### src/rtl/boxds_pkg.sv
// Package for the 2x2 box-average downscaler: sizes, register codes, reset values
// and the control struct passed between the pipeline stages. No dependencies.
`default_nettype none

package boxds_pkg;

	localparam int MAX_WIDTH  = 2048;
	localparam int LINE_DEPTH = MAX_WIDTH / 2;
	localparam int IDX_W      = $clog2(LINE_DEPTH);
	localparam int COL_W      = $clog2(MAX_WIDTH);
	localparam int WID_W      = 12;
	localparam int HGT_W      = 16;
	localparam int CMP_W      = (WID_W > COL_W + 1) ? WID_W : COL_W + 1;
	localparam int ROW_CMP_W  = HGT_W + 1;
	localparam int PIX_W      = 8;
	localparam int LANE_W     = PIX_W + 1;
	localparam int SUM_W      = 3 * LANE_W;
	localparam int ADDR_W     = 3;

	localparam logic REG_WIDTH  = 1'b0;
	localparam logic REG_HEIGHT = 1'b1;

	localparam logic [WID_W-1:0] WIDTH_RST  = WID_W'(640);
	localparam logic [HGT_W-1:0] HEIGHT_RST = HGT_W'(480);

	typedef struct packed {
		logic             valid;
		logic             emit;
		logic             wr;
		logic             last;
		logic [IDX_W-1:0] idx;
	} ctrl_t;

endpackage

`default_nettype wire

### src/rtl/boxds_back.sv
// Output stage: line buffer write of even-row pair sums, vertical sum with the
// stored row, truncating divide by four and the output register. Depends on boxds_pkg.
`default_nettype none

module boxds_back
	import boxds_pkg::*;
(
	input  wire logic             clk,
	input  wire logic             arst_n,
	input  wire ctrl_t            ctrl_s1,
	input  wire logic [SUM_W-1:0] pair_s1,
	input  wire logic [SUM_W-1:0] rd_data,
	output logic                  s1_free,
	output logic                  wr_en,
	output logic      [IDX_W-1:0] wr_addr,
	output logic      [SUM_W-1:0] wr_data,
	output logic                  out_valid,
	input  wire logic             out_ready,
	output logic      [PIX_W-1:0] red_out,
	output logic      [PIX_W-1:0] green_out,
	output logic      [PIX_W-1:0] blue_out,
	output logic                  frame_last
);

	logic [LANE_W:0] sum_r;
	logic [LANE_W:0] sum_g;
	logic [LANE_W:0] sum_b;

	assign s1_free = !out_valid || out_ready;

	assign wr_en   = ctrl_s1.valid && ctrl_s1.wr && s1_free;
	assign wr_addr = ctrl_s1.idx;
	assign wr_data = pair_s1;

	assign sum_r = (LANE_W + 1)'(rd_data[LANE_W-1:0]) +
	               (LANE_W + 1)'(pair_s1[LANE_W-1:0]);
	assign sum_g = (LANE_W + 1)'(rd_data[2*LANE_W-1:LANE_W]) +
	               (LANE_W + 1)'(pair_s1[2*LANE_W-1:LANE_W]);
	assign sum_b = (LANE_W + 1)'(rd_data[3*LANE_W-1:2*LANE_W]) +
	               (LANE_W + 1)'(pair_s1[3*LANE_W-1:2*LANE_W]);

	always_ff @(posedge clk or negedge arst_n) begin
		if (!arst_n) begin
			out_valid <= 1'b0;
		end else if (s1_free) begin
			out_valid <= ctrl_s1.valid && ctrl_s1.emit;
		end
	end

	always_ff @(posedge clk) begin
		if (s1_free && ctrl_s1.valid && ctrl_s1.emit) begin
			red_out    <= sum_r[LANE_W:2];
			green_out  <= sum_g[LANE_W:2];
			blue_out   <= sum_b[LANE_W:2];
			frame_last <= ctrl_s1.last;
		end
	end

endmodule

`default_nettype wire
### config.mk
export PLATFORM = sky130hd
export DESIGN_NAME = boxds_back
export DESIGN_NICKNAME = d
export VERILOG_FILES = /design/src/rtl/boxds_pkg.sv /design/src/rtl/boxds_back.sv
export SDC_FILE = /design/constraint.sdc
export NUM_CORES = 1
export LEC_CHECK = 0
export BUFFER_PORTS_ARGS = -buffer_cell sky130_fd_sc_hd__buf_2
export CORE_MARGIN = 4
export CORE_UTILIZATION = 30
export DETAILED_ROUTE_END_ITERATION = 10
export SYNTH_ARGS = -nofsm -noshare
export SYNTH_HDL_FRONTEND = slang
export SYNTH_SLANG_ARGS = --single-unit
### constraint.sdc
create_clock -name clk -period 2.6 [get_ports clk]
set_input_delay 0.13 -clock clk [delete_from_list [all_inputs] [get_ports clk]]
set_output_delay 0.13 -clock clk [all_outputs]
set_load 0.01 [all_outputs]
Word level (Yosys, flattened, before mapping)
Cells that the tools add are included.
{ "word_totals": {"reg_bits": 26, "inputBits": 71, "elab_cells": 15} }
{ "op_classes": {"addsub": 3, "n_reduce_logical": 7} }
{ "ops": {"columns": ["cell", "n"], "rows": [
  ["$add 9x9->10", 3],
  ["$logic_and 1x1->1", 5],
  ["$logic_not 1->1", 1],
  ["$logic_or 1x1->1", 1]
]} }

Longest topological paths before layout
{ "logic_depth": {"ltp_word": 4, "mapped_depth": 5, "mapped_depth_nobuf": 5} }

Least setup slack after synthesis
OpenSTA, ideal clock, no wires.
{ "synth_path": {"path_kind": "reg-to-reg", "startpoint": "register out_valid", "endpoint": "register blue_out[0], enable pin", "setup_time_ns": 0.410, "arrival_ns": 1.756, "required_time_ns": 2.190, "path_slack_ns": 0.434, "stages_incl_launch_ff": 3, "synth_period_minus_slack_ns": 2.166, "cell_sequence": "dfrtp_1 nand2b_1 nor2b_1"} }
{ "synth_via": {"elab_chain_len": 4} }
{ "synth_lines": {"columns": ["item", "line_no", "text"], "rows": [
  ["start: declaration", "boxds_back.sv:17", "output logic out_valid,"],
  ["start signal: assignment", "boxds_back.sv:46", "out_valid <= ctrl_s1.valid && ctrl_s1.emit;"],
  ["$logic_not 1->1", "boxds_back.sv:29", "assign s1_free = !out_valid || out_ready;"],
  ["$logic_or 1x1->1", "boxds_back.sv:29", null],
  ["named net s1_free", "boxds_back.sv:13", "output logic s1_free,"],
  ["$logic_and 1x1->1 (2 in a row)", "boxds_back.sv:51", "if (s1_free && ctrl_s1.valid && ctrl_s1.emit) begin"],
  ["end signal: assignment", "boxds_back.sv:54", "blue_out <= sum_b[LANE_W:2];"],
  ["end: declaration", "boxds_back.sv:21", "output logic [PIX_W-1:0] blue_out,"]
]} }
The timed path passes the listed nets, and every way through them passes these cells.
A chain may end at the register's enable or synchronous reset.

Worst setup path in the final report
{ "layout_path": {"startpoint": "input port pair_s1[14]", "endpoint": "register green_out[7], data pin"} }
{ "layout_via": {"elab_chain_len": 1} }
{ "layout_lines": {"columns": ["item", "line_no", "text"], "rows": [
  ["start: declaration", "boxds_back.sv:11", "input wire logic [SUM_W-1:0] pair_s1,"],
  ["$add 9x9->10", "boxds_back.sv:37", "assign sum_g = (LANE_W + 1)'(rd_data[2*LANE_W-1:LANE_W]) +"],
  ["named net sum_g[9]", "boxds_back.sv:26", "logic [LANE_W:0] sum_g;"],
  ["end signal: assignment", "boxds_back.sv:53", "green_out <= sum_g[LANE_W:2];"],
  ["end: declaration", "boxds_back.sv:20", "output logic [PIX_W-1:0] green_out,"]
]} }
The timed path passes the listed nets, and every way through them passes these cells.

==> results.md <==
| Metric | Reported | Unit |
|:---|:---|:---|
| Power share of the sequential group | 45.7 | % |
| Sequential element share of the synthesized area | 39.5 | % |
| CTS tree | done | - |
| Initial DRC Count | 22 | - |
| Net Count, Synth | 270 | - |
| Data required time at the worst endpoint | 2630 | ps |
| Internal power of the cells | 0.818 | mW |
| Synth Instances | 175 | - |
| Setup repair after global routing missed its margin | false | - |
| Core area | 0.00635 | sq mm |
| Met2 GRT Util | 17.1 | % |
| Run status | complete, no violations | - |
| Top cells by area in the synthesized netlist | edfxtp_1 38%, ha_1 15%, buf_4 14%, xnor2_1 5.4%, a21o_1 3.1% | - |
| Worst rel slew slack | 73.7 | % |
| Flip-flop and latch count after synthesis | 26 | - |
| Skew-Pair Late Insertion Delay | 260 | ps |
| Primary FF master, synth | edfxtp_1 | - |
| Fraction of final layout cells with drive strength greater than 1 | 48.8 | % |
| GP Congestion | 0.736 | - |
| Count of vias placed by the detailed router | 1505 | - |
| Clock Root Buffer | clkbuf_8 | - |
| Final design instance area without fill | 0.00244 | sq mm |
| Io pins | 136 | - |
| Number of warnings reported in the yosys synthesis log | 0 | - |
| Worst min-delay path category | primary input to flip-flop | - |
| Antenna violation net count after detailed routing | 0 | - |
| Minimum clock period | 1480 | ps |
| Sum Neg Setup Slack | 0 | ps |
| IR drop worst, VDD | 0.000202 | V |
| Antenna violations before repair | 0 | - |
| Signal arrival time at the worst endpoint | 1510 | ps |
| Count of flip-flops with a built-in enable after synthesis | 25 | - |
| HPWL Detailed | 3620 | um |
| Number of rows in the core area | 29 | - |
| CP max FO | 5 | - |
| Number of remaining DRC errors | 0 | - |
| Netlist area before placement | 0.00196 | sq mm |
| CP startpoint kind | primary input | - |
| Number of H-tree levels | 1 | - |
| Final setup fails | 0 | - |
| Psw | 0.313 | mW |
| Total count of max-transition violations in the final report | 0 | - |
| Met3 routing resource usage after global routing | 2.30 | % |
| Worst setup EP type | flip-flop | - |
| Average wire length per cell after detail routing | 12.2 | um |
| Congestion Overflow GR | 0 | - |
| Maximum buffer depth of the clock tree | 2 | - |
| Number of buffers inserted during clock tree synthesis | 3 | - |
| Mapped Avg Cell Area | 11.2 | sq um |
| Area leader, netlist | edfxtp_1 | - |
| Fmax | 674 | MHz |
| Layout Area Growth over Synthesis | 24.3 | % |
| Setup CP Type | primary input to flip-flop | - |
| First-pass GRT wire length | 6090 | um |
| Die Height | 88.9 | um |
| Width of the die | 88.9 | um |
| Number of maximum-capacitance violations | 0 | - |
| Die Outline Area | 0.00790 | sq mm |
| Clock group share of total power | 22.6 | % |
| Overall fraction of global-route tracks in use | 9.60 | % |
| Worst reg2reg setup slack | 1400 | ps |
| Fraction of post-synthesis cell area in the top cell type by area | 38.2 | % |
| Via-to-Cell Ratio | 4.47 | - |
| Async SR Flop Fraction | 3.85 | % |
| IO Port Bufs | 115 | - |
| Post-detailed-placement cell area | 0.00237 | sq mm |
| Met1 GRT Util | 11.6 | % |
| Most frequent cells after synthesis | 37 x buf_4, 25 x edfxtp_1, 24 x ha_1 | - |
| GRT Max-Usage Layer | met2 | - |
| Pre-antenna DRT Iters | 4 | - |
| Post-layout nets | 356 | - |
| Vias in the first global route | 1442 | - |
| Combinational Power Share | 31.7 | % |
| Most common cell in the synthesized netlist | buf_4 | - |
| Pwr/cell area | 464 | mW/mm^2 |
| Final Cycle Share | 57.0 | % |
| Pin slew with the least headroom to its limit | 392 | ps |
| Switching share of power | 27.7 | % |
| Unique masters post-synth | 29 | - |
| Clock edge transition at the registers on the reported setup and hold paths | 90 | ps |
| Routed WL | 4100 | um |
| Setup skew after layout | 0.810 | ps |
| Total count of hold-check failures in the final report | 0 | - |
| Maximum number of pins on one net before global-route repair | 15 | - |
| Total number of clock tree sinks | 26 | - |
| Starting density of the core | 30.9 | % |
| Cell leakage power | 1.21 | nW |
| Count of inserted antenna diode cells | 0 | - |
-- registers in the layout, summed over array words and instances (netlist names) --
register / cells
red_out: 8
blue_out: 8
frame_last: 1
out_valid: 1
green_out: 8
-- worst max-delay path: stages --
cell     delay (ps)
buf_2           110
ha_1            360
and3_1          220
a22o_1          220
a211o_1         300
a21o_1          180
-- logic make-up (layout without fill, tap and decap cells) --
group                    count (synthesis)  in the layout  share of synthesized area, %
buffers and inverters                   40            125                          14.7
AO/OA/AOI/OAI                           36             36                          14.2
AND/OR/NAND/NOR                         32             32                          8.67
flip-flops                              26             26                          39.5
adder cells (fa/ha/maj)                 24             24                          15.3
XOR/XNOR                                17             17                          7.58
-- layer usage --
layer / vias to the layer above / share of wire, %
li1: 780 / -
met1: 663 / 40
met2: 60 / 51
met3: 2 / 8.9
met4: 0 / 0.81
met5: - / 0
-- repair_timing --
item | in CTS | in global routing
hold buffers | 1 | 0
setup endpoints to repair | 0 | 0
setup buffers | 0 | 0
gates resized for setup | 0 | 0
endpoints found under the hold margin | 1 | 0
-- power by group through the flow --
stage	logic, mW	clock network [mW]	registers [mW]
floorplan	0.251	0	0.543
global placement	0.358	0	0.526
detailed placement	0.363	0	0.527
CTS	0.366	0.272	0.518
global route	0.407	0.289	0.520
finish	0.359	0.256	0.517
-- area by class of cell --
type / instances / area [sq um]
timing repair buffer: 118 / 601
clock buffer: 4 / 55.1
sequential: 26 / 776
inverter: 3 / 11.3
multi-input combinational: 109 / 901
fill: 653 / 3910
tap: 77 / 96.3
-- worst paths after layout --
path	startpoint	endpoint	depth (start not counted)
worst max-delay path	pair_s1[14]	green_out[7]	6
worst min-delay path	ctrl_s1[10]	frame_last	1
worst max register to register	out_valid	red_out[4]	3
worst min register to register	out_valid	out_valid	2
max in group asynchronous	arst_n	out_valid	2
min in group asynchronous	arst_n	out_valid	2
-- layout by cell type (no fill, tap or decap), types with 4 or more instances in the layout --
cell type	netlist	final
buf_2	0	115
edfxtp_1	25	25
ha_1	24	24
xnor2_1	12	12
a21oi_1	10	10
nor2_1	9	9
a21o_1	8	8
nand2_1	7	7
xor2_1	5	5
and3_1	4	4
clkbuf_8	0	4
-- stage by stage --
stage	utilization [%]	setup WS, ps	cells	total power, mW	hold slack, ps
floorplan	-	434	175	0.795	-166
global placement	37.4	852	332	0.884	-93.7
detailed placement	37.4	837	332	0.891	-92.0
CTS	38.4	1140	337	1.16	23.6
global route	38.4	1090	337	1.22	26.4
finish	38.4	1120	337	1.13	35.5
Power figures use the tool's default switching activity.
