`src/rtl/boxds_ram.sv`:
```
// Generic single-write, single-read RAM with registered read data.
// Standalone; no package dependencies.
`default_nettype none

module boxds_ram #(
	parameter int WIDTH = 8,
	parameter int DEPTH = 16,
	localparam int AW = (DEPTH > 1) ? $clog2(DEPTH) : 1
) (
	input  wire logic             clk,
	input  wire logic             wr_en,
	input  wire logic [AW-1:0]    wr_addr,
	input  wire logic [WIDTH-1:0] wr_data,
	input  wire logic             rd_en,
	input  wire logic [AW-1:0]    rd_addr,
	output logic      [WIDTH-1:0] rd_data
);

	logic [WIDTH-1:0] mem_q [DEPTH];

	always_ff @(posedge clk) begin
		if (wr_en) begin
			mem_q[wr_addr] <= wr_data;
		end
		if (rd_en) begin
			rd_data <= mem_q[rd_addr];
		end
	end

endmodule

`default_nettype wire

```
`config.mk`:
```
export PLATFORM = sky130hd
export DESIGN_NAME = boxds_ram
export DESIGN_NICKNAME = d
export VERILOG_FILES = /design/src/rtl/boxds_ram.sv
export SDC_FILE = /design/constraint.sdc
export NUM_CORES = 1
export LEC_CHECK = 0
export BUFFER_PORTS_ARGS = -buffer_cell sky130_fd_sc_hd__buf_2
export CORE_AREA = 2 2 102 104
export DETAILED_ROUTE_END_ITERATION = 10
export DIE_AREA = 0 0 104 106
export GPL_ROUTABILITY_DRIVEN = 0
export HOLD_SLACK_MARGIN = 0.05
export PLACE_DENSITY = 0.73
export SLEW_MARGIN = 20
export SYNTH_ARGS = -nofsm -noshare
export SYNTH_HDL_FRONTEND = slang
export SYNTH_SLANG_ARGS = --single-unit
```
`constraint.sdc`:
```
create_clock -name clk -period 1.5 [get_ports clk]
set_input_delay 0.15 -clock clk [delete_from_list [all_inputs] [get_ports clk]]
set_output_delay 0.15 -clock clk [all_outputs]
set_load 0.005 [all_outputs]
```
Yosys cells after proc, flatten, opt, wreduce, memory -nomap -nowiden:

Memories as Yosys holds them, arrays and structs flattened. A register that Yosys moved wholly into a read port is not among the register bits.
Cells that the tools add are included.

* muxes and demuxes: 2

Operators with widths (number)
* $mux W1: 2

* memories kept: 1
* word-level logic and storage cells: 3
* bits in registers: 0
* bits in writable memories: 128
* input bits: 19
* output and inout port bits: 8

Memory list
* mem_q: words 16, width 8, read ports 1, clocked after memory_dff 1, write ports 1, RTL line 19 `logic [WIDTH-1:0] mem_q [DEPTH];`

Logic depth before layout (Yosys ltp):

Gate-level depths: netlist (run 1).

* depth in word-level cells: 2
* mapped depth: 5
* mapped depth without buffers: 3

Worst setup path after synthesis (run 1):

Ideal clock, no wire load.

* path kind: input to register
* start point: in wr_addr[2]
* end point: mem mem_q[0][0], enable pin
* required time: 1.117 ns
* stages: 2
* library setup time: 0.383 ns
* arrival: 1.260 ns
* setup slack: -0.143 ns
* path buffers: 0
* cells stage by stage: or3b_2 nor3_1

RTL lines
* start, declared: RTL line 12 `input wire logic [AW-1:0] wr_addr,`
* end, declared: RTL line 19

No word-level cell before the write port.

==> results.ini, run 1 <==
[sta]
finalCritPeriodShare_pct = 96.8
max-slew-margin-rel_pct = 46.8
rsz0062_at_grt = no
drv_slew = 0
max_freq_mhz = 689
worstMarginPinSlew_ns = 0.795
fin_tns_setup_ns = 0
fin_skew_ns = 0.00645
hold_slack_ns = 0.183
period_needed_ns = 1.45
hold_viol_final = 0
setup_violations = 0
fin_ws_ns = 0.0485

[clocking]
cts.clk_slew.worst_paths_ns = 0.06
clkSinkCount = 136
htreeDepth = 4
cts_tree = yes
clk_latency_ns = 0.51
clockBufferDepth = 2
numCtsBuffers = 17
cts-root-buf = clkbuf_8

[finish]
layout_commonest_cell = edfxtp_1
antenna_cells = 0
layout_common_cells = edfxtp_1 (136), buf_2 (26), buf_4 (21), mux4_2 (20), clkbuf_16 (16)
drive_above_1_share_pct = 32.2
post-route-util_pct = 63.1
areaGrowthSynthToFinish_pct = 20.7
fillers = 681
nets = 317

[synth]
synth_area_leaders = edfxtp_1 (78%), mux4_2 (7.8%), mux4_1 (7.0%), a22oi_1 (2.3%), nor2_1 (0.93%)
synth_nets = 248
yosysSeqAreaShare_pct = 78.1
synth-edff-count = 136
ys_types = 18
ys_ff_latch = 136
synth_top_area_cell = edfxtp_1
syn_area_um2 = 5230
synthFlopType = edfxtp_1
synth_warnings = 0
syn-instance-count = 229
syn_avg_cell_area_um2 = 22.8
async_reset_ff_share_pct = 0
synth_top_area_share_pct = 78.1

[power_and_ir_drop]
p_leak_uw = 0.00215
power_density_nw_per_um2 = 1340
p_total_uw = 8450
vdd_drop_max_mv = 0.611

[critical_path]
critPathKind = reg2reg
cp_data_arrival_time_ns = 1.72
crit_fanout = 1
worstPathRequired_ns = 1.76
startpoint_type = register
cp-end-kind = register

[floorplan]
io_pins = 27
placementRows = 37
initial_core_util_pct = 52.3
fp.dieArea_um2 = 11000
die_y_um = 106
core_area_um2 = 10000
die-width_um = 104

[global_routing]
grt-ovfl-total = 0
grt_max_degree = 22
grt_pass1_vias = 2584
antenna_found_initial = 0
grt_pass1_wl_um = 15200
grt.total_usage_pct = 19.7

[place]
pre_cts_ws_ns = -0.237
port_buffers = 26
hpwlAfterDp_um = 6340

[min_path]
min_path_type = in2reg

[drt]
ant_nets = 0
wl_per_cell_um = 22.5
firstDrtPassIters = 5
via_per_inst = 5.74
drtIter0Drc = 188
vias = 2567
routed_wl_um = 10000
route.detailed.drc = 0

[run_status]
status = completed

[job]
max_cap_viol_count = 0

flip-flops by register name, indices dropped and copies added, names as in the netlist:
name	flops
mem_q	128
rd_data	8
cells in the mapped netlist (2+ instances only):
master,n
nor3_1,4
nand3b_1,2
mux4_2,18
mux4_1,14
nor2_1,13
buf_6,3
nand2b_1,2
buf_2,3
nand2_1,9
a22oi_1,16
edfxtp_1,136
clkdlybuf4s25_2,3
final timing paths:
path / from / to / slack [ns] / cells after the start
worst max-delay path: mem_q[2][0] / rd_data[0] / 0.05 / 3
worst max register to register: mem_q[2][0] / rd_data[0] / 0.05 / 3
worst min register to register: mem_q[15][0] / rd_data[0] / 0.74 / 3
worst min-delay path: rd_addr[1] / rd_data[0] / 0.18 / 4
metrics by stage:
step                std cells  area [um2]
finish                    447        6310
global route              447        6310
CTS                       447        6310
detailed placement        406        5680
global placement          406        5680
floorplan                 229        5230
cell type report:
| cell class | instances | area, um2 | share of cell area [%] |
|---|---|---|---|
| Tap cell | 136 | 170 | 2.70 |
| Timing Repair Buffer | 60 | 458 | 7.26 |
| Sequential cell | 136 | 4080 | 64.7 |
| Clock buffer | 19 | 422 | 6.68 |
| Clock inverter | 13 | 111 | 1.76 |
| Multi-Input combinational cell | 83 | 1060 | 16.9 |
power by group:
group / switching [uW] / internal [uW]
combinational: 229 / 199
clock: 1400 / 2310
sequential: 21.4 / 4280
worst max-delay path, cell delays in order (launching register included):
cell and delay, ns:
edfxtp_1 0.36, mux4_1 0.52, a22oi_1 0.25, nand2_1 0.08
kinds of logic after synthesis:
group,after synthesis,share of synthesized area (%)
flip-flops,136,78.1
AND/OR/NAND/NOR,35,3.14
multiplexers,32,14.8
buffers and inverters,10,1.65
AO/OA/AOI/OAI,16,2.30
routing by layer:
| metal | wire length [um] | track usage [%] | vias up |
|---|---|---|---|
| met5 | 0 | 0 | - |
| met4 | 156 | 8.49 | 0 |
| met3 | 484 | 5.03 | 15 |
| met1 | 4300 | 26.5 | 1343 |
| met2 | 5100 | 31.1 | 89 |
| li1 | - | - | 1120 |
timing repair:
| action | in CTS | in global routing |
|---|---|---|
| gates resized for setup | 1 | 3 |
| pin swaps | 0 | 1 |
| endpoints found under the hold margin | 136 | 0 |
| hold buffers | 9 | 0 |
| setup buffers | 0 | 0 |
| setup endpoints to repair | 1 | 3 |
No activity file was read; power rests on OpenSTA's default activity.
==> run 2: changes to the inputs <==
--- a/config.mk
+++ b/config.mk
@@ -6,12 +6,12 @@
 export NUM_CORES = 1
 export LEC_CHECK = 0
 export BUFFER_PORTS_ARGS = -buffer_cell sky130_fd_sc_hd__buf_2
-export CORE_AREA = 2 2 102 104
+export CORE_AREA = 2 2 101 103
 export DETAILED_ROUTE_END_ITERATION = 10
-export DIE_AREA = 0 0 104 106
+export DIE_AREA = 0 0 103 105
 export GPL_ROUTABILITY_DRIVEN = 0
 export HOLD_SLACK_MARGIN = 0.05
-export PLACE_DENSITY = 0.73
+export PLACE_DENSITY = 0.72
 export SLEW_MARGIN = 20
 export SYNTH_ARGS = -nofsm -noshare
 export SYNTH_HDL_FRONTEND = slang
==> constraint.sdc (replaced) <==
create_clock -name clk -period 1.4 [get_ports clk]
set_input_delay 0.14 -clock clk [delete_from_list [all_inputs] [get_ports clk]]
set_output_delay 0.14 -clock clk [all_outputs]
set_load 0.005 [all_outputs]
==> results.ini, run 2 (synthesis results as in run 1) <==
[sta]
worstMarginPinSlew_ns = 0.947  ; +0.152 ns
rsz0062_at_grt = yes
max_freq_mhz = 691  ; +0.25%
fin_skew_ns = 0.00581  ; -0.000645 ns
hold_slack_ns = 0.196  ; +0.0129 ns
setup_violations = 4  ; +4
hold_viol_final = 0  ; unchanged
fin_ws_ns = -0.0479  ; -0.0964 ns
fin_tns_setup_ns = -0.0924  ; -0.0924 ns
finalCritPeriodShare_pct = 103  ; +6.7 points
drv_slew = 0  ; unchanged
period_needed_ns = 1.45  ; -0.00363 ns
max-slew-margin-rel_pct = 36.7  ; -10 points

[finish]
drive_above_1_share_pct = 36.5  ; +4.3 points
top_regs = mem_q x128, rd_data x8
layout_common_cells = edfxtp_1 (136), mux4_2 (26), buf_2 (26), buf_4 (19), clkbuf_16 (16)
post-route-util_pct = 65.3  ; +2.2 points
fillers = 660  ; -3.1%
nets = 315  ; -0.63%
regMostFlops = mem_q
areaGrowthSynthToFinish_pct = 20.5
largest_reg_flops = 128  ; unchanged
antenna_cells = 0  ; unchanged
stdcell_area_um2 = 6300  ; -0.20%
layout_commonest_cell = edfxtp_1

[critical_path]
cp-endpoint = rd_data[7]
worstPathRequired_ns = 1.65  ; -0.11 ns
critPathKind = reg2reg
r2r_start = mem_q[4][7]
critical_path.max_stage_delay_ns = 0.51  ; about the same
rrSetupSlack_ns = -0.05  ; -0.10 ns
startpoint_type = register
cp_data_arrival_time_ns = 1.70  ; -0.02 ns
crit_fanout = 1  ; unchanged
cp_cell_sequence = mux4_2, a22oi_2, nand2_1
reg2regPathDepth = 3  ; unchanged
crit_slowest_cell = mux4_2
cp-end-kind = register
setup.worst_path.start = mem_q[4][7]
r2r_end = rd_data[7]

[floorplan]
io_pins = 27  ; unchanged
die-width_um = 103  ; -0.96%
fp.dieArea_um2 = 10800  ; -1.9%
die_y_um = 105  ; -0.94%
core_area_um2 = 9640  ; -3.6%
placementRows = 36  ; -2.7%
initial_core_util_pct = 54.2  ; +2.0 points

[drt]
ant_nets = 0  ; unchanged
wl_per_cell_um = 23.0  ; +2.2%
drtIter0Drc = 162  ; -14%
via_per_inst = 5.64  ; -1.7%
firstDrtPassIters = 4  ; -1
vias = 2483  ; -3.3%
route.detailed.drc = 0  ; unchanged
routed_wl_um = 10100  ; +0.60%

[place]
hpwlAfterDp_um = 6320  ; -0.34%
port_buffers = 26  ; unchanged
dpl_cell_area_um2 = 5670  ; -0.33%

[clocking]
cts_tree = yes
htreeDepth = 4  ; unchanged
cts.clk_slew.worst_paths_ns = 0.06  ; about the same
cts-root-buf = clkbuf_8
numCtsBuffers = 17  ; unchanged
clockBufferDepth = 2  ; unchanged
cts_setup_buffers = 0  ; unchanged
clkSinkCount = 136  ; unchanged
clk_latency_ns = 0.51  ; about the same

[global_routing]
antenna_found_initial = 0  ; unchanged
grt-ovfl-total = 0  ; unchanged
grt.total_usage_pct = 20.8  ; +1.1 points
grt_max_degree = 22  ; unchanged
grt_pass1_vias = 2607  ; +0.89%
grt_pass1_wl_um = 15500  ; +1.5%

[run_status]
status = finished with violations
violations = negative setup slack

[power_and_ir_drop]
p_leak_uw = 0.00212  ; -1.5%
power_density_nw_per_um2 = 1440  ; +7.7%
vdd_drop_max_mv = 0.966  ; +58%

[job]
max_cap_viol_count = 0  ; unchanged

[min_path]
min_path_type = in2reg
whs_path_depth = 3  ; -1

-- run 2: changes by cell type in the layout (fill, tap and decap cells not counted) --
cell      previous run  this run
clkbuf_1             2         3
a22oi_1             14         8
mux4_1              12         6
mux4_2              20        26
clkinv_4             0         1
clkinv_1             5         0
buf_4               21        19
a22oi_2              2         8
clkinv_2             5         6
-- run 2: worst min-delay path by stage --
stage | start | to | slack [ns]
floorplan | wr_data[0] | mem_q[0][0] | 0.24
global placement | wr_data[1] | mem_q[14][1] | 0.51
detailed placement | rd_en | rd_data[5] | 0.53
CTS | wr_addr[0] | mem_q[0][6] | 0.17
global route | wr_addr[0] | mem_q[0][3] | 0.19
finish | wr_addr[1] | mem_q[0][6] | 0.20
-- run 2: area by class of cell --
class / count / area (um2) / area share [%]
Clock buffer: 20 / 425 / 6.76
Clock inverter: 10 / 106 / 1.69
Multi-Input combinational cell: 83 / 1070 / 17.0
Sequential cell: 136 / 4080 / 64.9
Tap cell: 133 / 166 / 2.64
Timing Repair Buffer: 58 / 443 / 7.03
-- run 2: what timing repair did --
item,4_1_cts,5_1_grt
setup endpoints to repair,8,8
resized for setup,15,1
hold endpoints to repair,136,0
hold buffers,9,0
pin swaps,5,6
-- run 2: worst max-delay path: cells and delay by family, from the launching register on --
kind,cells,cell delay [ns]
muxes,1,0.51
DFF,1,0.41
AOI/OAI and AO/OA,1,0.20
and+or+nand+nor,1,0.08
-- run 2: where the power goes --
group | internal (uW) | switching (uW)
Sequential | 4590 | 24.9
Combinational | 220 | 252
Clock | 2490 | 1500
Total | 7300 | 1780
-- run 2: stage by stage --
step	total power (uW)	cells	setup WS, ns
after global placement	5120	401	-0.319
after CTS	9140	440	-0.0180
after global routing	9370	440	-0.0937
after floorplan	4930	229	-0.0160
final	9080	440	-0.0479
after detailed placement	5130	401	-0.355
-- run 2: metal layers --
metal	share of wire, %	GRT usage (%)
met2	51	31.4
met5	0	0
met3	5.2	5.89
met1	43	28.9
met4	1.1	8.55
