**src/rtl/boxds_pkg.sv**
```systemverilog
// Package for the 2x2 box-average downscaler: sizes, register codes, reset values
// and the control struct passed between the pipeline stages. No dependencies.
`default_nettype none

package boxds_pkg;

	localparam int MAX_WIDTH  = 2048;
	localparam int LINE_DEPTH = MAX_WIDTH / 2;
	localparam int IDX_W      = $clog2(LINE_DEPTH);
	localparam int COL_W      = $clog2(MAX_WIDTH);
	localparam int WID_W      = 12;
	localparam int HGT_W      = 16;
	localparam int CMP_W      = (WID_W > COL_W + 1) ? WID_W : COL_W + 1;
	localparam int ROW_CMP_W  = HGT_W + 1;
	localparam int PIX_W      = 8;
	localparam int LANE_W     = PIX_W + 1;
	localparam int SUM_W      = 3 * LANE_W;
	localparam int ADDR_W     = 3;

	localparam logic REG_WIDTH  = 1'b0;
	localparam logic REG_HEIGHT = 1'b1;

	localparam logic [WID_W-1:0] WIDTH_RST  = WID_W'(640);
	localparam logic [HGT_W-1:0] HEIGHT_RST = HGT_W'(480);

	typedef struct packed {
		logic             valid;
		logic             emit;
		logic             wr;
		logic             last;
		logic [IDX_W-1:0] idx;
	} ctrl_t;

endpackage

`default_nettype wire

```
**src/rtl/boxds_front.sv**
```systemverilog
// Input stage: frame counters, held even-column pixel, horizontal pair sum and
// line buffer read request. Depends on boxds_pkg.
`default_nettype none

module boxds_front
	import boxds_pkg::*;
(
	input  wire logic               clk,
	input  wire logic               arst_n,
	input  wire logic [WID_W-1:0]   width_q,
	input  wire logic [HGT_W-1:0]   height_q,
	input  wire logic               in_valid,
	output logic                    in_ready,
	input  wire logic [PIX_W-1:0]   red_in,
	input  wire logic [PIX_W-1:0]   green_in,
	input  wire logic [PIX_W-1:0]   blue_in,
	input  wire logic               s1_free,
	output logic                    rd_en,
	output logic      [IDX_W-1:0]   rd_addr,
	output ctrl_t                   ctrl_s1,
	output logic      [SUM_W-1:0]   pair_s1
);

	logic [COL_W-1:0]     col_q;
	logic [HGT_W-1:0]     row_q;
	logic [3*PIX_W-1:0]   held_q;
	logic [CMP_W-1:0]     w_raw;
	logic [CMP_W-1:0]     w_eff;
	logic [CMP_W-1:0]     col_ext;
	logic [ROW_CMP_W-1:0] h_eff;
	logic [ROW_CMP_W-1:0] row_ext;
	logic                 col_wrap;
	logic                 row_wrap;
	logic                 last_col;
	logic                 last_row;
	logic                 in_accept;
	logic [SUM_W-1:0]     pair;

	assign w_raw   = CMP_W'(width_q);
	assign w_eff   = (w_raw == '0) ? CMP_W'(1) :
	                 (w_raw > CMP_W'(MAX_WIDTH)) ? CMP_W'(MAX_WIDTH) : w_raw;
	assign h_eff   = (height_q == '0) ? ROW_CMP_W'(1) : ROW_CMP_W'(height_q);
	assign col_ext = CMP_W'(col_q);
	assign row_ext = ROW_CMP_W'(row_q);

	assign col_wrap = (col_ext + CMP_W'(1)) >= w_eff;
	assign row_wrap = (row_ext + ROW_CMP_W'(1)) >= h_eff;
	assign last_col = col_ext == ((w_eff & ~CMP_W'(1)) - CMP_W'(1));
	assign last_row = row_ext == ((h_eff & ~ROW_CMP_W'(1)) - ROW_CMP_W'(1));

	assign in_ready  = !ctrl_s1.valid || s1_free;
	assign in_accept = in_valid && in_ready;

	assign pair[LANE_W-1:0]          = LANE_W'(held_q[PIX_W-1:0]) + LANE_W'(red_in);
	assign pair[2*LANE_W-1:LANE_W]   = LANE_W'(held_q[2*PIX_W-1:PIX_W]) + LANE_W'(green_in);
	assign pair[3*LANE_W-1:2*LANE_W] = LANE_W'(held_q[3*PIX_W-1:2*PIX_W]) + LANE_W'(blue_in);

	assign rd_en   = in_accept && col_q[0] && row_q[0];
	assign rd_addr = col_q[IDX_W:1];

	always_ff @(posedge clk or negedge arst_n) begin
		if (!arst_n) begin
			col_q   <= '0;
			row_q   <= '0;
			held_q  <= '0;
			ctrl_s1 <= '0;
		end else begin
			if (in_ready) begin
				ctrl_s1.valid <= in_accept;
			end
			if (in_accept) begin
				ctrl_s1.emit <= col_q[0] && row_q[0];
				ctrl_s1.wr   <= col_q[0] && !row_q[0];
				ctrl_s1.last <= last_col && last_row;
				ctrl_s1.idx  <= col_q[IDX_W:1];
				if (!col_q[0]) begin
					held_q <= {blue_in, green_in, red_in};
				end
				if (col_wrap) begin
					col_q <= '0;
					row_q <= row_wrap ? '0 : row_q + HGT_W'(1);
				end else begin
					col_q <= col_q + COL_W'(1);
				end
			end
		end
	end

	always_ff @(posedge clk) begin
		if (in_accept) begin
			pair_s1 <= pair;
		end
	end

endmodule

`default_nettype wire

```
**config.mk**
```make
export PLATFORM = sky130hd
export DESIGN_NAME = boxds_front
export DESIGN_NICKNAME = d
export VERILOG_FILES = /design/src/rtl/boxds_pkg.sv /design/src/rtl/boxds_front.sv
export SDC_FILE = /design/constraint.sdc
export NUM_CORES = 1
export LEC_CHECK = 0
export ABC_AREA = 1
export BUFFER_PORTS_ARGS = -buffer_cell sky130_fd_sc_hd__buf_2
export CORE_ASPECT_RATIO = 0.75
export CORE_MARGIN = 3
export CORE_UTILIZATION = 35
export CTS_CLUSTER_DIAMETER = 40
export DETAILED_ROUTE_END_ITERATION = 6
export PLACE_DENSITY = 0.65
export SYNTH_ARGS = -nofsm -noshare
export SYNTH_HDL_FRONTEND = slang
export SYNTH_SLANG_ARGS = --single-unit
```
**constraint.sdc**
```tcl
create_clock -name clk -period 2.99 [get_ports clk]
set_input_delay 0 -clock clk [delete_from_list [all_inputs] [get_ports clk]]
set_output_delay 0 -clock clk [all_outputs]
set_load 0.05 [all_outputs]
```
### Word level (Yosys, flattened, before mapping)

Cells that the tools add are included.

* $add $sub $neg: 9
* magnitude comparators: 3
* equal/unequal tests: 2
* mux-type cells: 5
* reduce and logical (&&, ||, !) cells: 13
* bitwise gates (word level): 1

Operators by type and width (number)
* 2-to-1 mux 16 bit: 2
* adder 8 x 8 -> 9 bit: 3
* 2-to-1 mux 12 bit: 2
* adder 16 x 1 -> 17 bit, second input constant: 1
* equality test 16 x 17 -> 1 bit: 1
* greater-or-equal comparator 17 x 16 -> 1 bit: 1
* subtractor 16 x 1 -> 17 bit, second input constant: 1
* adder 16 x 1 -> 16 bit, second input constant: 1
* logical NOT 16 bit: 1
* adder 11 x 1 -> 12 bit, second input constant: 1
* equality test 11 x 12 -> 1 bit: 1
* greater-or-equal comparator 12 bit: 1
* greater-than comparator 12 bit, second input constant: 1
* logical NOT 12 bit: 1
* subtractor 12 x 1 -> 12 bit, second input constant: 1
* adder 11 x 1 -> 11 bit, second input constant: 1
* 2-to-1 mux 11 bit: 1
* logical AND 1 bit: 6
* AND reduction 2 bit: 2
* logical NOT 1 bit: 2
* logical OR 1 bit: 1
* inverter 1 bit: 1

* word-level logic and storage cells: 42
* output and inout bits: 53
* bits in registers: 92
* input port bits: 56

### Depth between registers and ports, before layout

* word-level depth: 6
* mapped depth: 19
* gate-level depth less buffers: 18

### Worst setup path before layout

OpenSTA, ideal clock, no wires.

* kind: register -> register
* start: register ctrl_s1[13] (netlist bit)
* end: register ctrl_s1[10] (netlist bit)
* path buffers: 0
* slack: 0.078 ns
* arrival: 2.846 ns
* cell stages (with the launch flop): 14
* data required time: 2.924 ns
* setup time: 0.066 ns
* clock period less this slack: 2.912 ns
* cells stage by stage: dfrtp_1 -> nand2_1 -> nand2_1 -> inv_1 -> nand2_1 -> nor2_1 -> nand2_1 -> nor2_1 -> nand4_1 -> nor2_1 -> nand3_1 -> nor2_1 -> nand3_1 -> nand2_1

* cells in the longest elaborated chain, start to end: 3

Ends and longest elaborated chain
* start: declaration: RTL line boxds_front.sv:20 `output ctrl_t ctrl_s1,`
* logical NOT 1 bit: RTL line boxds_front.sv:51 `assign in_ready = !ctrl_s1.valid || s1_free;`
* logical OR 1 bit: RTL line boxds_front.sv:51
* net in_ready: RTL line boxds_front.sv:13 `output logic in_ready,`
* logical AND 1 bit: RTL line boxds_front.sv:52 `assign in_accept = in_valid && in_ready;`

The timed path passes the listed nets, and every way through them passes these cells.
A chain may end at the register's enable or synchronous reset.

### Final worst setup path

* start: register row_q[1]
* end: register row_q[3]

* cells in the longest elaborated chain, start to end: 3
* elaborated cells between the ends (all ways): 4
* classes of those cells: 2 x add/sub; 1 x order compare; 1 x mux

Ends and longest elaborated chain
* start: declaration: RTL line boxds_front.sv:25 `logic [HGT_W-1:0] row_q;`
* start signal: assignment: RTL line boxds_front.sv:81 `row_q <= row_wrap ? '0 : row_q + HGT_W'(1);`
* adder 16 x 1 -> 17 bit: RTL line boxds_front.sv:47 `assign row_wrap = (row_ext + ROW_CMP_W'(1)) >= h_eff;`
* greater-or-equal comparator 17 x 16 -> 1 bit: RTL line boxds_front.sv:47
* 2-to-1 mux 16 bit *: RTL line boxds_front.sv:81

Every way passes the cells marked *; elsewhere a longest branch is shown, timed or not.

==> results by stage <==
Finish:
- The post-route core utilization is 0.4703.
- The number of diodes is 0.
- The net count reported at finish is 1068.
- After filler insertion, the fill cell instance count of the layout stands at 1691.
- The area growth from synthesis to layout is 30.17%.
- In the final layout, the share of cells above drive strength 1 is 0.2568.

Routing:
- The detailed-route wire length is 17870 um.
- The number of DRC markers after the initial detailed-route iteration is 350.
- The DRC violation count after routing is 0.
- The first TritonRoute pass finished after 5 iterations.
- Using the TritonRoute via totals, the vias-per-cell ratio works out to 4.866.
- Once detail routing completed, the nets flagged for antenna violations numbered 0.
- The total number of vias is a little under 6000.
- After detailed routing, the average wire length per cell comes to 14.89 um.

Yosys:
- The dominant register cell in the synthesized netlist is sky130_fd_sc_hd__dfrtp_1.
- The cell with the most instances after synthesis is sky130_fd_sc_hd__nand2_1.
- When the netlist entered floorplanning its net count stood at 893.
- Ranked by total cell area, the synthesized netlist is headed by sky130_fd_sc_hd__dfrtp_1, sky130_fd_sc_hd__edfxtp_1, sky130_fd_sc_hd__ha_1.
- The area share of the leading cell type in the synthesized netlist is 0.2527.
- Counting instances in the post-synthesis netlist gives the leading cell types as sky130_fd_sc_hd__nand2_1, sky130_fd_sc_hd__inv_1, sky130_fd_sc_hd__dfrtp_1.
- The synthesized flop and latch total is between 90 and 100.
- The number of warnings printed during yosys synthesis is 0.
- The biggest area consumer among synthesized cells is sky130_fd_sc_hd__dfrtp_1.
- For this run, the register share of the synthesized area comes to 0.3787.
- In the synthesized netlist, the number of instances is between 700 and 800.
- The mean post-synth cell area is 8.273 sq um.
- In the synthesized netlist the async set-or-reset flop fraction comes to 0.7065.
- Summing every instance area after synthesis gives ~6400 sq um.
- The count of cell types in the netlist is 42.
- The number of enable-type register cells in the synthesized netlist is 27.

Critical path:
- The setup slack on the worst flop-to-flop path is -0.02 ns.
- The worst reg2reg path endpoint is row_q[3]$_DFFE_PN0P_.
- The worst register-to-register path has a depth of 17.
- STA puts the critical path data required time at 3.27 ns.
- The signal arrival time at the worst endpoint is about 3.3 ns.
- Along the worst path, the maximum fanout reaches 8.
- The worst setup path is launched from a flip-flop.
- The type of the worst setup path is flip-flop to flip-flop.
- The launching point of the worst reg2reg path is row_q[1]$_DFFE_PN0P_.
- STA classifies the critical path endpoint as a flip-flop.

Floorplanning:
- The number of standard-cell rows in the floorplan is 42.
- In this run the standard cell core region covers 17810 sq um.
- The die covers 20070 sq um.
- 109 I/O pins were placed.
- From left edge to right edge, the die measures 162.6 um.
- For this configuration, the core starts out at a cell density of 0.3613.
- The vertical die dimension is around 120 um.

Min path:
- The min-delay analysis places its worst path in the category input port to async pin.

Place:
- The count of buffers from port buffering is 108.
- The detailed-placement wirelength estimate is 13330 um.
- The congestion estimate from routability-driven global placement came to 0.9310.

Clocking:
- The clock net in this run drives a total of 92 sinks.
- The clock tree root driver cell is sky130_fd_sc_hd__clkbuf_16.
- The clock network latency to the later pin of the worst-skew pair is 0.35 ns.
- The total CTS buffers is 9.
- After clock tree synthesis, the clock-pin slew on the worst setup and hold paths is 0.08 ns.
- The clock tree from TritonCTS is yes.
- The clock passes through at most 2 buffers.
- In this run the number of H-tree levels came out at 3.

Timing:
- The smallest hold slack is 0.09335 ns.
- The worst setup skew after layout is 0.009586 ns.
- The final critical-path required period is ~3 ns.
- Setup violations remaining at the end of the flow were counted as 9.
- The remaining max-slew budget at the tightest pin is 0.5223.
- The final hold violation count is 0.
- The post-route fraction of the period consumed by the critical path is 1.008.
- The setup TNS is -0.1089 ns.
- The max-slew violation total from the final report was 0.
- The pin slew with the least headroom to its limit is 0.7104 ns.
- Setup repair after global routing could not meet its margin everywhere.
- The worst-case setup margin in the final layout is -0.02390 ns.
- The maximum operating frequency is 0.3318 GHz.

Run status:
- The checks that failed: setup timing.
- The flow ran to the end, but the final reports show violations.

Power:
- The total power divided by cell area is 823.2 nW/um^2.
- The leakage power is 4.219 nW.
- The highest ir drop seen on vdd is 393.6 uV.
- The design draws 6.897 mW.

Global routing:
- The via count of the first global-routing pass is approximately 5400.
- Across every metal layer, demand over resource in global routing totals 0.1727.
- Entering global routing, the biggest net connects 39 pins.
- For this run the aggregate overflow at the end of global routing stands at 0.
- The initial antenna violation count is 1.
- The first-pass GRT wire length is 27630 um.

Flow run:
- The number of max-cap violations is 0.
through the flow:
| stage | setup WS, ns | std cells | cell area, sq um |
|---|---|---|---|
| after floorplan | 0.07810 | 778 | 6436 |
| after global placement | 0.05639 | 1138 | 7405 |
| after detailed placement | -0.07571 | 1138 | 7405 |
| after CTS | 0.007546 | 1182 | 8018 |
| after global routing | -0.1726 | 1200 | 8378 |
| final | -0.02390 | 1200 | 8378 |
critical path: stages (launching register included):
cell	delay (ns)
sky130_fd_sc_hd__dfrtp_1	0.41
sky130_fd_sc_hd__nand2_1	0.08
sky130_fd_sc_hd__nor2_2	0.16
sky130_fd_sc_hd__nand3_2	0.15
sky130_fd_sc_hd__nor2_4	0.18
sky130_fd_sc_hd__nand3_4	0.11
sky130_fd_sc_hd__nor3b_4	0.26
sky130_fd_sc_hd__buf_4	0.15
sky130_fd_sc_hd__nor2_1	0.06
sky130_fd_sc_hd__ha_1	0.35
sky130_fd_sc_hd__nand2_4	0.09
sky130_fd_sc_hd__nor2_2	0.04
sky130_fd_sc_hd__a211oi_2	0.21
sky130_fd_sc_hd__o21ai_2	0.09
sky130_fd_sc_hd__nor3_4	0.26
sky130_fd_sc_hd__clkbuf_16	0.22
sky130_fd_sc_hd__nand4_1	0.08
sky130_fd_sc_hd__nand2_1	0.07
kinds of logic (layout without fill, tap and decap cells):
family,count (synthesis),after routing,share of synthesized area
AOI/OAI and AO/OA,90,90,0.07776
adders and majority gates,59,59,0.1182
muxes,21,21,0.03674
DFF,92,92,0.3787
xor gates and xnor gates,54,54,0.07348
and+or+nand+nor,338,338,0.2341
buffers and inverters,124,304,0.08106
metal layers:
layer | wire length (um) | up-vias | global-route usage
met5 | 7 | - | 0
met3 | 1242 | 28 | 0.04186
met2 | 8154 | 162 | 0.2743
li1 | - | 2918 | -
met1 | 8163 | 2729 | 0.2392
met4 | 301 | 2 | 0.04173
layout by cell type, fill, tap and decap left out, types with 3 or more instances in the layout:
cell type                       count
sky130_fd_sc_hd__inv_8              4
sky130_fd_sc_hd__inv_1             97
sky130_fd_sc_hd__edfxtp_1          27
sky130_fd_sc_hd__nor2_1            56
sky130_fd_sc_hd__dfrtp_1           65
sky130_fd_sc_hd__clkbuf_16         11
sky130_fd_sc_hd__dlygate4sd3_1     26
sky130_fd_sc_hd__buf_4             51
sky130_fd_sc_hd__xnor2_1           15
sky130_fd_sc_hd__o21ai_0           42
sky130_fd_sc_hd__mux2_2            21
sky130_fd_sc_hd__nand4_1           28
sky130_fd_sc_hd__nor2_4             5
sky130_fd_sc_hd__nor2_2             5
sky130_fd_sc_hd__o31ai_1            3
sky130_fd_sc_hd__nor3_2             3
sky130_fd_sc_hd__fa_1               3
sky130_fd_sc_hd__a21o_1             4
sky130_fd_sc_hd__xor2_1            37
sky130_fd_sc_hd__nor3_4             3
sky130_fd_sc_hd__nand2_2            6
sky130_fd_sc_hd__ha_4               4
sky130_fd_sc_hd__o21bai_1           3
sky130_fd_sc_hd__nand2_1          173
sky130_fd_sc_hd__nor3_1             7
sky130_fd_sc_hd__ha_1              50
sky130_fd_sc_hd__a21oi_1           28
sky130_fd_sc_hd__nand3_2            4
sky130_fd_sc_hd__nand3_1           36
sky130_fd_sc_hd__buf_2            108
area by class of cell:
cell class	instances	area, sq um	area share
clock buffer	10	239.0	0.02852
clock inverter	6	62.56	0.007467
inverter	99	375.4	0.04480
multi-input combinational	562	3687	0.4401
sequential	92	2437	0.2909
tap	242	302.8	0.03614
timing repair buffer	189	1274	0.1520
worst max path at each step:
stage                                 start                      end  slack (ns)  depth (start not counted)
CTS                    row_q[1]$_DFFE_PN0P_     row_q[2]$_DFFE_PN0P_       0.008                         19
global route           row_q[0]$_DFFE_PN0P_    row_q[15]$_DFFE_PN0P_       -0.17                         18
floorplan           ctrl_s1[13]$_DFFE_PN0N_  ctrl_s1[10]$_DFFE_PN0P_        0.08                         13
detailed placement     col_q[1]$_DFFE_PN0P_     row_q[2]$_DFFE_PN0P_       -0.08                         18
global placement       row_q[0]$_DFFE_PN0P_    row_q[10]$_DFFE_PN0P_        0.06                         19
finish                 row_q[1]$_DFFE_PN0P_     row_q[3]$_DFFE_PN0P_       -0.02                         17
power breakdown:
| part | switching (mW) | total, mW | internal [mW] | leakage (nW) |
|---|---|---|---|---|
| combinational | 2.38 | 3.62 | 1.24 | 2.97 |
| clock | 0.560 | 1.18 | 0.616 | 0.151 |
| sequential | 0.236 | 2.10 | 1.87 | 1.09 |
| total | 3.18 | 6.90 | 3.72 | 4.22 |
registers in the layout, indices dropped and copies added (netlist names):
signal and count:
row_q 16, pair_s1 27, col_q 11, held_q 24, ctrl_s1 14
timing repair:
| item | in CTS | in global routing |
|---|---|---|
| resized for setup | 5 | 36 |
| buffers inserted | 2 | 16 |
| pin swaps | 0 | 32 |
| setup endpoints to repair | 16 | 27 |
| hold buffers | 26 | 0 |
| endpoints found under the hold margin | 58 | 0 |
| gates cloned | 0 | 2 |
(Power assumes the default switching activity.)
